==> config.mk <==
export PLATFORM = sky130hd
export DESIGN_NAME = bti_mul
export DESIGN_NICKNAME = d
export VERILOG_FILES = /design/src/rtl/bti_pkg.sv /design/src/rtl/bti_mul.sv
export SDC_FILE = /design/constraint.sdc
export NUM_CORES = 1
export LEC_CHECK = 0
export ABC_CLOCK_PERIOD_IN_PS = 6800
export BUFFER_PORTS_ARGS = -buffer_cell sky130_fd_sc_hd__buf_2
export CAP_MARGIN = 20
export CORE_MARGIN = 4
export CORE_UTILIZATION = 55
export CTS_CLUSTER_SIZE = 25
export DETAILED_ROUTE_END_ITERATION = 10
export PLACE_DENSITY_LB_ADDON = 0.12
export SLEW_MARGIN = 20
export SYNTH_ARGS = -nofsm -noshare
export SYNTH_HDL_FRONTEND = slang
export SYNTH_SLANG_ARGS = --single-unit
==> constraint.sdc <==
create_clock -name clk -period 6.8 [get_ports clk]
set_input_delay 0.68 -clock clk [delete_from_list [all_inputs] [get_ports clk]]
set_output_delay 0.68 -clock clk [all_outputs]
set_load 0.03 [all_outputs]
==> src/rtl/bti_pkg.sv <==
`timescale 1ns / 1ps
`default_nettype none
package bti_pkg;

	localparam int DEF_MAX_COLUMNS = 16;
	localparam int DEF_MAX_ROWS    = 16;
	localparam int DEF_VALUE_BITS  = 16;

	localparam int FRAC_BITS = 16;
	localparam int KEY_BITS  = 16;
	localparam int DIV_BITS  = 2 * FRAC_BITS + 1;

	localparam logic [1:0] ACT_COL_BREAK = 2'd0;
	localparam logic [1:0] ACT_ROW_BREAK = 2'd1;
	localparam logic [1:0] ACT_GRID      = 2'd2;
	localparam logic [1:0] ACT_QUERY     = 2'd3;

	localparam logic [1:0] REG_COLUMN_COUNT = 2'd0;
	localparam logic [1:0] REG_ROW_COUNT    = 2'd1;
	localparam logic [1:0] REG_UNITY_ZERO   = 2'd2;

	localparam logic [1:0] ST_INSIDE    = 2'd0;
	localparam logic [1:0] ST_CLAMPED   = 2'd1;
	localparam logic [1:0] ST_ZERO_SPAN = 2'd2;

	localparam logic [15:0] UNITY_Q14 = 16'd16384;

endpackage
`default_nettype wire

==> src/rtl/bti_mul.sv <==
`timescale 1ns / 1ps
`default_nettype none
module bti_mul #(
	parameter int VALUE_BITS = bti_pkg::DEF_VALUE_BITS
) (
	input  wire logic                                  clk,
	input  wire logic                                  en,
	input  wire logic [VALUE_BITS-1:0]                 a,
	input  wire logic [bti_pkg::FRAC_BITS:0]           b,
	output logic [VALUE_BITS+bti_pkg::FRAC_BITS:0]     prod
);
	import bti_pkg::*;

	logic [VALUE_BITS+FRAC_BITS:0] prod_q;

	always_ff @(posedge clk) begin
		if (en) begin
			prod_q <= (VALUE_BITS + FRAC_BITS + 1)'(a) * (VALUE_BITS + FRAC_BITS + 1)'(b);
		end
	end

	assign prod = prod_q;
endmodule
`default_nettype wire

After elaboration in Yosys (flattened, before gate mapping) --
Index checks and enable logic that the tools add are counted.
Storage, ports and cells: register bits after elaboration 33, input bits 35, output and inout bits 33, word-level logic and storage cells 2
Cells by class: $mul 1
Operators by type and width (number):
- $mul A16 B17 Y33 | 1

Depth between registers and ports, before layout --
depth in word-level cells 1, depth in mapped cells 24, depth with buffers taken out 22

Worst setup path before layout --
OpenSTA, ideal clock, no wires.
path kind in2reg, start point input b[10] (netlist name), end point register prod_q[26] (netlist: prod[26]), data pin, required time 6.527 ns, buffers on the path 2, cell stages on the path 18, setup slack 0.827 ns, setup time 0.273 ns, arrival 5.700 ns, cell sequence clkbuf_1 -> nand2_1 -> fa_1 -> fa_1 -> fa_1 -> fa_1 -> inv_1 -> fa_1 -> fa_1 -> ha_1 -> buf_2 -> a21o_1 -> a31oi_1 -> o21a_1 -> o31ai_4 -> a311oi_2 -> o31ai_1 -> xor2_1
On the way: word-level cells in the longest chain between the ends 1
Ends and longest elaborated chain:
- start: declaration | line bti_mul.sv:9 | input wire logic [bti_pkg::FRAC_BITS:0] b,
- $mul A16 B17 Y33 | line bti_mul.sv:18 | prod_q <= (VALUE_BITS + FRAC_BITS + 1)'(a) * (VALUE_BITS + FRAC_BITS + 1)'(b);
- end signal: assignment | line bti_mul.sv:18
- end: declaration | line bti_mul.sv:14 | logic [VALUE_BITS+FRAC_BITS:0] prod_q;
No other way between the ends. A chain may end at the register's enable or synchronous reset.

Worst setup path after layout --
start point input b[13] (netlist name), end point register prod_q[32] (netlist: prod[32]), data pin
Same word-level chain as after synthesis.

==> run metrics <==
Reg clk slew, reported paths=roughly 0.050 ns; DP Wirelength=18.8 mm; post-synthesis cell count=1,068; Non-Filler Instances=about 1,300; layout cells sized above 1=0.0824; WP data arrival=6.30 ns; synthesized area=10,000 sq um; final instance area=10,600 sq um; # DRC=0; post-route ant nets=0; Cell Rows=49; grt ovf=0; Critical Path RT=~6.8 ns; post-synth top area cell=fa_1; number of global-route vias before repair=7,711; Num CTS Buffers=5; Max Root-Sink Buffers=2; Most common cell on crit path=fa_1; CTS root buffer=clkbuf_16; hold_buf cts=0; prevailing post-synth register cell=edfxtp_1; detailed-route wire length=22.7 mm; Setup Fix Bufs, Post-CTS=0; Ys Warns=0; FMAX=159 MHz; largest net degree at the start of global routing=34; worst slew pin tran=between 0.7 and 0.8 ns; Synth async-reset ratio=0; num ports=68; WS Path Type=input pin to flip-flop; Worst path max stage delay=between 0.5 and 0.6 ns; port bufs=67; outcome=finished, final reports clean; DP Area=approximately 11,000 sq um; Crit path max-delay family=adder cells; net count after synthesis=about 1,400; syn_area_per_cell=between 9 and 10 sq um; Synth top area share=0.416; DR pass1 iterations=4; die area=20,400 sq um; wire per inst=17.0 microns; slowest CP cell=fa_1; Initial Utilization=0.559; Final period util=0.923; Slew Viols, Final=0; max FFs per register=33; die width=143 microns; area of the core=17,900 sq um; Fill cells=around 1,600; post-synthesis sequential area ratio=0.0990; max_slew headroom=0.503; Cell Chain, Critical Path=buf_2 > nand2_1 > fa_1 > inv_1 > fa_1 > fa_1 > fa_1 > fa_1 > inv_1 > fa_1 > inv_1 > ha_1 > a21o_1 > a31oi_1 > o211ai_1 > nor4_2 > o21ai_1 > a211oi_1 > a41o_1 > nor3_1; H-tree levels=2; highest fanout seen on the critical path=16; Final TNS setup=0 ns; Die Span Y=143 microns; crit path buf inv count=4; unrepaired setup endpoints after global routing=false; P&R area growth vs syn=6.30%; Final Hold Viols=0; Sink Count=33; CP Launch Type=input pin; worst hold path class=input pin to flip-flop; placed cells=1,327; Post-synth EDFFs=33; Tot GR Track Use=0.238; Avg Vias per Cell=5.36; largest cells by area after synthesis=fa_1 42%, ha_1 13%, edfxtp_1 9.9%; initial antenna violation count=0; Initial DRC Count=271; cts repair resizes=0; Netlist cell types=slightly below 50; Final GP Congestion=0.879; TritonCTS clock tree=done; MaxCap Viol Count=0; global-route wire length before repair=about 38 mm; commonest non-fill, non-tap cells in the layout=233 x inv_1, 208 x fa_1, 165 x nand2_1; synthesis-stage register bit count=33; Setup-failing EPs final=0; most common cell after layout, fill and taps aside=inv_1; nets@finish=1,453; via count=7,144; Antenna Cells=0; Period minus WS final=6.28 ns; Setup crit end kind=flip-flop
metal layers:
layer | vias to the layer above | global-route usage | part of all wire
li1 | 3296 | - | -
met1 | 3673 | 0.305 | 0.40
met2 | 141 | 0.430 | 0.53
met3 | 34 | 0.0258 | 0.038
met4 | 0 | 0.0635 | 0.029
met5 | - | 0 | 0
synthesized netlist by cell type (2+ instances only):
library cell / count
fa_1: 208
nand2_1: 165
nor3_1: 2
a31oi_1: 4
inv_1: 233
a311oi_2: 2
nand4_1: 6
xnor2_1: 14
ha_1: 105
a211oi_1: 3
and3_1: 4
nor2_1: 13
o211ai_1: 3
nand2b_1: 2
edfxtp_1: 33
nand3_2: 2
and2_1: 130
clkbuf_1: 39
o21a_1: 4
xor2_1: 15
o22ai_1: 2
nor2b_1: 3
o21ai_0: 11
nand3_1: 4
buf_2: 2
a21oi_1: 25
a21o_1: 11
o21ai_1: 2
stage by stage:
step / setup slack [ns] / utilization / hold slack (ns)
2_1_floorplan: 0.827 / - / 0.792
3_3_place_gp: 0.317 / 0.587 / 1.16
3_5_place_dp: 0.274 / 0.587 / 1.16
4_1_cts: 0.545 / 0.594 / 1.00
5_1_grt: 0.175 / 0.594 / 1.01
6_report: 0.522 / 0.594 / 1.01
worst paths after layout:
kind                  slack, ns  cells after the start  startpoint            endpoint
worst min-delay path       1.01                      2        a[0]   prod[0]$_DFFE_PP_
worst max-delay path       0.52                     20       b[13]  prod[32]$_DFFE_PP_
kinds of logic (layout without fill, tap and decap cells):
| group | Yosys count | count (layout) | share of synthesized area |
|---|---|---|---|
| AOI/OAI and AO/OA | 81 | 81 | 0.0575 |
| xor gates and xnor gates | 29 | 29 | 0.0254 |
| adders and majority gates | 313 | 313 | 0.547 |
| buffers and inverters | 275 | 312 | 0.104 |
| DFF | 33 | 33 | 0.0990 |
| and+or+nand+nor | 337 | 337 | 0.167 |
cell type report:
| class | count | area, sq um | share of cell area |
|---|---|---|---|
| Sequential cell | 33 | 991 | 0.0931 |
| Clock buffer | 6 | 129 | 0.0121 |
| Timing Repair Buffer | 72 | 373 | 0.0350 |
| Multi-Input combinational cell | 760 | 7980 | 0.750 |
| Tap cell | 229 | 287 | 0.0269 |
| Clock inverter | 1 | 3.75 | 0.000353 |
| Inverter | 233 | 875 | 0.0822 |
Power is not shown: default switching activity piles up to over one toggle a cycle in this logic, so the estimate is an artifact.
