`config.mk`:
```
export PLATFORM = sky130hd
export DESIGN_NAME = bti_div
export DESIGN_NICKNAME = d
export VERILOG_FILES = /design/src/rtl/bti_pkg.sv /design/src/rtl/bti_div.sv
export SDC_FILE = /design/constraint.sdc
export NUM_CORES = 1
export LEC_CHECK = 0
export ABC_CLOCK_PERIOD_IN_PS = 3000
export BUFFER_PORTS_ARGS = -buffer_cell sky130_fd_sc_hd__buf_2
export CAP_MARGIN = 20
export CELL_PAD_IN_SITES_DETAIL_PLACEMENT = 1
export CELL_PAD_IN_SITES_GLOBAL_PLACEMENT = 1
export CORE_MARGIN = 1
export CORE_UTILIZATION = 45
export DETAILED_ROUTE_END_ITERATION = 10
export MAX_ROUTING_LAYER = met4
export PLACE_DENSITY_LB_ADDON = 0.1
export SLEW_MARGIN = 20
export SYNTH_ARGS = -nofsm -noshare
export SYNTH_HDL_FRONTEND = slang
export SYNTH_SLANG_ARGS = --single-unit
```
`constraint.sdc`:
```
create_clock -name clk -period 3 [get_ports clk]
set_clock_uncertainty 0.15 [all_clocks]
set_input_delay 0.3 -clock clk [delete_from_list [all_inputs] [get_ports clk]]
set_output_delay 0.3 -clock clk [all_outputs]
set_load 0.02 [all_outputs]
```
`src/rtl/bti_pkg.sv`:
```
`timescale 1ns / 1ps
`default_nettype none
package bti_pkg;

	localparam int DEF_MAX_COLUMNS = 16;
	localparam int DEF_MAX_ROWS    = 16;
	localparam int DEF_VALUE_BITS  = 16;

	localparam int FRAC_BITS = 16;
	localparam int KEY_BITS  = 16;
	localparam int DIV_BITS  = 2 * FRAC_BITS + 1;

	localparam logic [1:0] ACT_COL_BREAK = 2'd0;
	localparam logic [1:0] ACT_ROW_BREAK = 2'd1;
	localparam logic [1:0] ACT_GRID      = 2'd2;
	localparam logic [1:0] ACT_QUERY     = 2'd3;

	localparam logic [1:0] REG_COLUMN_COUNT = 2'd0;
	localparam logic [1:0] REG_ROW_COUNT    = 2'd1;
	localparam logic [1:0] REG_UNITY_ZERO   = 2'd2;

	localparam logic [1:0] ST_INSIDE    = 2'd0;
	localparam logic [1:0] ST_CLAMPED   = 2'd1;
	localparam logic [1:0] ST_ZERO_SPAN = 2'd2;

	localparam logic [15:0] UNITY_Q14 = 16'd16384;

endpackage
`default_nettype wire

```
`src/rtl/bti_div.sv`:
```
`timescale 1ns / 1ps
`default_nettype none
module bti_div (
	input  wire logic                              clk,
	input  wire logic                              arst_n,
	input  wire logic                              start,
	input  wire logic [bti_pkg::DIV_BITS-1:0]      num,
	input  wire logic [bti_pkg::KEY_BITS-1:0]      den,
	output logic                                   done,
	output logic [bti_pkg::FRAC_BITS:0]            quot
);
	import bti_pkg::*;

	localparam int CW = $clog2(DIV_BITS);

	logic [FRAC_BITS:0]   rem_q;
	logic [DIV_BITS-1:0]  num_q;
	logic [FRAC_BITS:0]   quot_q;
	logic [KEY_BITS-1:0]  den_q;
	logic [CW-1:0]        cnt_q;
	logic                 busy_q;
	logic                 done_q;
	logic [FRAC_BITS+1:0] trial;
	logic                 ge;

	assign trial = {rem_q, num_q[DIV_BITS-1]};
	assign ge    = trial >= {2'b00, den_q};

	always_ff @(posedge clk or negedge arst_n) begin
		if (!arst_n) begin
			busy_q <= 1'b0;
			done_q <= 1'b0;
			cnt_q  <= '0;
		end else begin
			done_q <= 1'b0;
			if (start) begin
				busy_q <= 1'b1;
				cnt_q  <= CW'(DIV_BITS - 1);
			end else if (busy_q) begin
				cnt_q <= cnt_q - 1'b1;
				if (cnt_q == '0) begin
					busy_q <= 1'b0;
					done_q <= 1'b1;
				end
			end
		end
	end

	always_ff @(posedge clk) begin
		if (start) begin
			rem_q  <= '0;
			num_q  <= num;
			den_q  <= den;
			quot_q <= '0;
		end else if (busy_q) begin
			rem_q  <= ge ? (FRAC_BITS + 1)'(trial - {2'b00, den_q}) : (FRAC_BITS + 1)'(trial);
			num_q  <= {num_q[DIV_BITS-2:0], 1'b0};
			quot_q <= {quot_q[FRAC_BITS-1:0], ge};
		end
	end

	assign done = done_q;
	assign quot = quot_q;
endmodule
`default_nettype wire

```
== Word level (Yosys, flattened, before mapping) ==
Cells that the tools add are included.
Widths: inputs -> output; s select.

* Output and inout bits: 18
* Input port bits: 52
* Register bits after elaboration: 91
* Logic and storage cells: 23

* Magnitude comparators: 1
* Reductions and logical operators: 2
* Add/sub/neg operators: 2
* Mux-type cells: 11

{| class="wikitable"
|+ Operator list
! cell !! number
|-
| $mux 33 || 2
|-
| $ge 18x16->1 || 1
|-
| $mux 17 || 1
|-
| $sub 17x16->17 || 1
|-
| $mux 6 || 2
|-
| $logic_not 6->1 || 1
|-
| $mux 1 || 6
|-
| $sub 6x1->6 const B || 1
|-
| $reduce_bool 2->1 || 1
|}

== Longest topological paths before layout ==
* Depth after elaboration: 4
* Gate-level depth with buffers: 11
* Depth with buffers taken out: 10

== Least setup slack after synthesis ==
No wires, ideal clock.

* Kind: flip-flop to flip-flop
* From: register num_q[32]
* To: register rem_q[0]
* Path buffers: 0
* Clock period less this slack: 2.573 ns
* Setup time: 0.079 ns
* Cell stages (with the launch flop): 11
* Path slack: 0.427 ns
* Required time: 2.771 ns
* Data arrival time: 2.344 ns
* Path through: edfxtp_1 inv_1 ha_1 inv_1 fa_1 a21o_1 a221oi_4 o221a_4 a21o_4 mux2_4 a211oi_2

* Word-level cells in the longest chain between the ends: 2
* Elaborated cells on any way between the ends: 3
* Classes of those cells: add/sub (1); order compare (1); mux (1)

{| class="wikitable"
|+ Ends and longest elaborated chain
! what !! line !! RTL
|-
| start: declaration || bti_div.sv:17 || <nowiki>logic [DIV_BITS-1:0] num_q;</nowiki>
|-
| start signal: assignment || bti_div.sv:52 || <nowiki>num_q <= num;</nowiki>
|-
| start signal: assignment || bti_div.sv:57 || <nowiki>num_q <= {num_q[DIV_BITS-2:0], 1'b0};</nowiki>
|-
| $sub 17x16->17 or $ge 18x16->1 (tied branches) || bti_div.sv:56, bti_div.sv:27 ||
|-
| $mux 17 * || bti_div.sv:56 || <nowiki>rem_q <= ge ? (FRAC_BITS + 1)'(trial - {2'b00, den_q}) : (FRAC_BITS + 1)'(trial);</nowiki>
|-
| end signal: assignment || bti_div.sv:56 ||
|-
| end: declaration || bti_div.sv:16 || <nowiki>logic [FRAC_BITS:0] rem_q;</nowiki>
|}

Mark *: on every way between the ends. The rest lies on a longest branch, timed or not.
A chain may end at the register's enable or synchronous reset.

== Worst setup path in the final report ==
Ends and elaborated chain as after synthesis.

==> metrics.md <==
| Metric | Value |
|---|---|
| Die Wd | `101 µm` |
| GRT Residual Overflow | `0` |
| Nets@finish | `542` |
| H-tree depth | `3` |
| Max cap viols | `0` |
| TritonCTS Buffers | `9` |
| Lkg Pwr | `2.28 nW` |
| Top_reg_cell synth | `edfxtp_1` |
| DR pass1 iterations | `4` |
| Placer Congestion | `0.806` |
| DRT antenna net count | `0` |
| Synthesized net count | `457` |
| Initial antenna violation count | `1` |
| Sequential power share | `50.3%` |
| Vias in the first global route | `3433` |
| Post-synth cell types | `53` |
| Yosys top cell area share | `33.3%` |
| Final wirelength | `9.83 mm` |
| Largest net degree at the start of global routing | `58` |
| Tot GR Track Use | `21.2%` |
| WS Path Type | `reg -> reg` |
| Period minus WS final | `2.87 ns` |
| Mapped cell area | `4420 µm²` |
| Std-Cell Core Area | `9370 µm²` |
| Sequential area share after synthesis | `53.2%` |
| Post-DP HPWL | `6.98 mm` |
| Combinational power share | `23.5%` |
| Number of synthesized flops with an enable pin | `49` |
| # IOs | `70` |
| P_sw | `0.997 mW` |
| First-pass GRT wire length | `16.1 mm` |
| IO Port Bufs | `69` |
| Setup TNS | `0 ns` |
| PD cells | `601 nW/µm²` |
| Element type at the critical path end | `flop` |
| Rel. slew slack | `47.8%` |
| Vias after detailed routing | `3198` |
| DRC violations left | `0` |
| Most frequent cells in the layout | `buf_2, edfxtp_1, nor2_1` |
| CP startpoint kind | `flop` |
| Drt wl/cell | `16.2 µm` |
| Layout overhead on the synthesized area | `19.2%` |
| Initial Utilization | `47.2%` |
| Cells after Synth | `386` |
| Min-delay worst type | `in -> reg` |
| Routed vias/inst | `5.28` |
| Syn_area_per_cell | `11.5 µm²` |
| Clock network power share | `26.2%` |
| Worst Hold Slack | `0.0750 ns` |
| Yosys warnings | `0` |
| Die Footprint | `10200 µm²` |
| CTS Root Cell | `clkbuf_8` |
| Max Fclk | `349 MHz` |
| CTS tree | `done` |
| Outcome | `finished clean` |
| DR iter-0 viols | `57` |
| TritonCTS Sinks | `91` |
| Number of cell rows | `35` |
| Worst VDD drop | `0.000295 V` |
| Layout cell share with drive strength beyond 1 | `27.7%` |
| Switching Share | `31.5%` |
| Die span in y | `101 µm` |
| Arrival @ worst endpoint | `3.00 ns` |
| P_int | `2.17 mW` |
| Multi-input logic area | `1910 µm²` |
| Total power | `3.17 mW` |
| Final Cycle Share | `95.5%` |
| Final Slew Violations | `0` |
| CTS max path bufs | `2` |
| Post-synthesis async set-or-reset flop share | `8.79%` |
| Clk_lat worst skew | `0.37 ns` |
| Largest driver fanout on the critical path | `11` |
| Critical Path RT | `3.13 ns` |
| # setup viols final | `0` |
| Most common cell after layout, fill and taps aside | `buf_2` |
| Postcts setup bufs | `0` |
| RSZ-0062 raised after global routing | `no` |
| FF+latch count, synth | `91` |
| Register Area | `2350 µm²` |
| Final Hold Fails | `0` |
| Post-synth top area cell | `edfxtp_1` |
| Least-Margin Pin Slew | `0.782 ns` |
| Clock Pin Slew Worst Setup and Hold Paths | `0.11 ns` |
| Filler cells | `1081` |
| Area contributors post-synth | `edfxtp_1, dfxtp_1, mux2_2` |
[per-layer routing]
metal | track usage [%] | routed length, µm | part of all wire [%]
met1 | 23.6 | 4310 | 44
met4 | 7.02 | 131 | 1.3
met5 | - | 0 | 0
met2 | 38.0 | 5080 | 52
met3 | 4.14 | 314 | 3.2
[through the flow]
step	setup WS, ns	cell area (µm²)	std cells	util (%)
floorplan	0.427	4420	386	-
global placement	0.228	4910	572	52.4
detailed placement	0.158	4910	572	52.4
CTS	0.128	5270	605	56.2
global route	0.0190	5270	606	56.3
finish	0.135	5270	606	56.3
[state kept, by name, summed over array words and instances, names as in the netlist]
signal and cells:
rem_q 17, num_q 33, done 1, cnt_q 6, busy_q 1, den_q 16, quot 17
[Yosys cell counts, types with 2 or more instances]
cell / number
and2_1: 3
clkbuf_1: 7
dfrtp_1: 8
xnor2_1: 13
dfxtp_1: 34
mux2_2: 32
a211oi_1: 4
mux2i_1: 16
buf_2: 4
a32oi_1: 8
a21o_1: 2
inv_1: 22
nor3_1: 4
nand2_1: 30
o21bai_1: 3
o31ai_1: 3
nor2_1: 36
a311oi_1: 7
edfxtp_1: 49
nand3_1: 7
nand4_1: 2
xor2_1: 5
a21oi_1: 14
nand2b_1: 7
buf_1: 6
o21ai_0: 16
ha_1: 18
[what timing repair did]
action                                  CTS  global route
gates resized for setup                   0             0
hold endpoints to repair                 24             0
hold buffers                             17             0
endpoints found under the setup margin    0             0
[final cells by class]
| cell class | count | share of cell area, % |
|---|---|---|
| antenna | 1 | 0.0475 |
| clock buffer | 9 | 2.35 |
| clock inverter | 7 | 1.28 |
| inverter | 22 | 1.57 |
| multi-input combinational | 255 | 36.2 |
| sequential | 91 | 44.6 |
| tap | 129 | 3.06 |
| timing repair buffer | 92 | 10.9 |
[critical path, cell delays in order (launching register included)]
cell	delay, ns
edfxtp_1	0.37
inv_1	0.08
ha_1	0.16
inv_1	0.06
fa_1	0.40
a21o_1	0.24
a221oi_4	0.35
o221a_4	0.26
a21o_4	0.20
mux2_4	0.32
a211oi_2	0.20
[final timing paths]
path	from	end	slack [ns]	cells after the start
worst max-delay path	num_q[32]	rem_q[0]	0.13	10
worst min-delay path	num[0]	num_q[0]	0.07	2
worst max register to register	num_q[32]	rem_q[0]	0.13	10
worst min register to register	rem_q[16]	rem_q[16]	0.35	2
max in group asynchronous	arst_n	cnt_q[3]	2.36	2
min in group asynchronous	arst_n	cnt_q[5]	0.15	2
[logic make-up (layout without fill, tap and decap cells)]
logic type               Yosys count  in the layout  synth area share (%)
XOR/XNOR                          18             18                  3.56
AND/OR/NAND/NOR                   97             97                  9.84
adder cells (fa/ha/maj)           19             19                  5.54
flip-flops                        91             91                  53.2
AO/OA/AOI/OAI                     72             72                  12.1
buffers and inverters             40            130                  3.68
multiplexers                      49             49                  12.1
other                              0              1                     0
[power by group through the flow]
stage / clock network, mW / logic (mW) / registers, mW
6_report: 0.829 / 0.746 / 1.59
5_1_grt: 0.888 / 0.832 / 1.61
4_1_cts: 0.854 / 0.754 / 1.60
3_5_place_dp: 0 / 0.720 / 1.62
3_3_place_gp: 0 / 0.697 / 1.61
2_1_floorplan: 0 / 0.550 / 1.59
(Power assumes the default switching activity.)
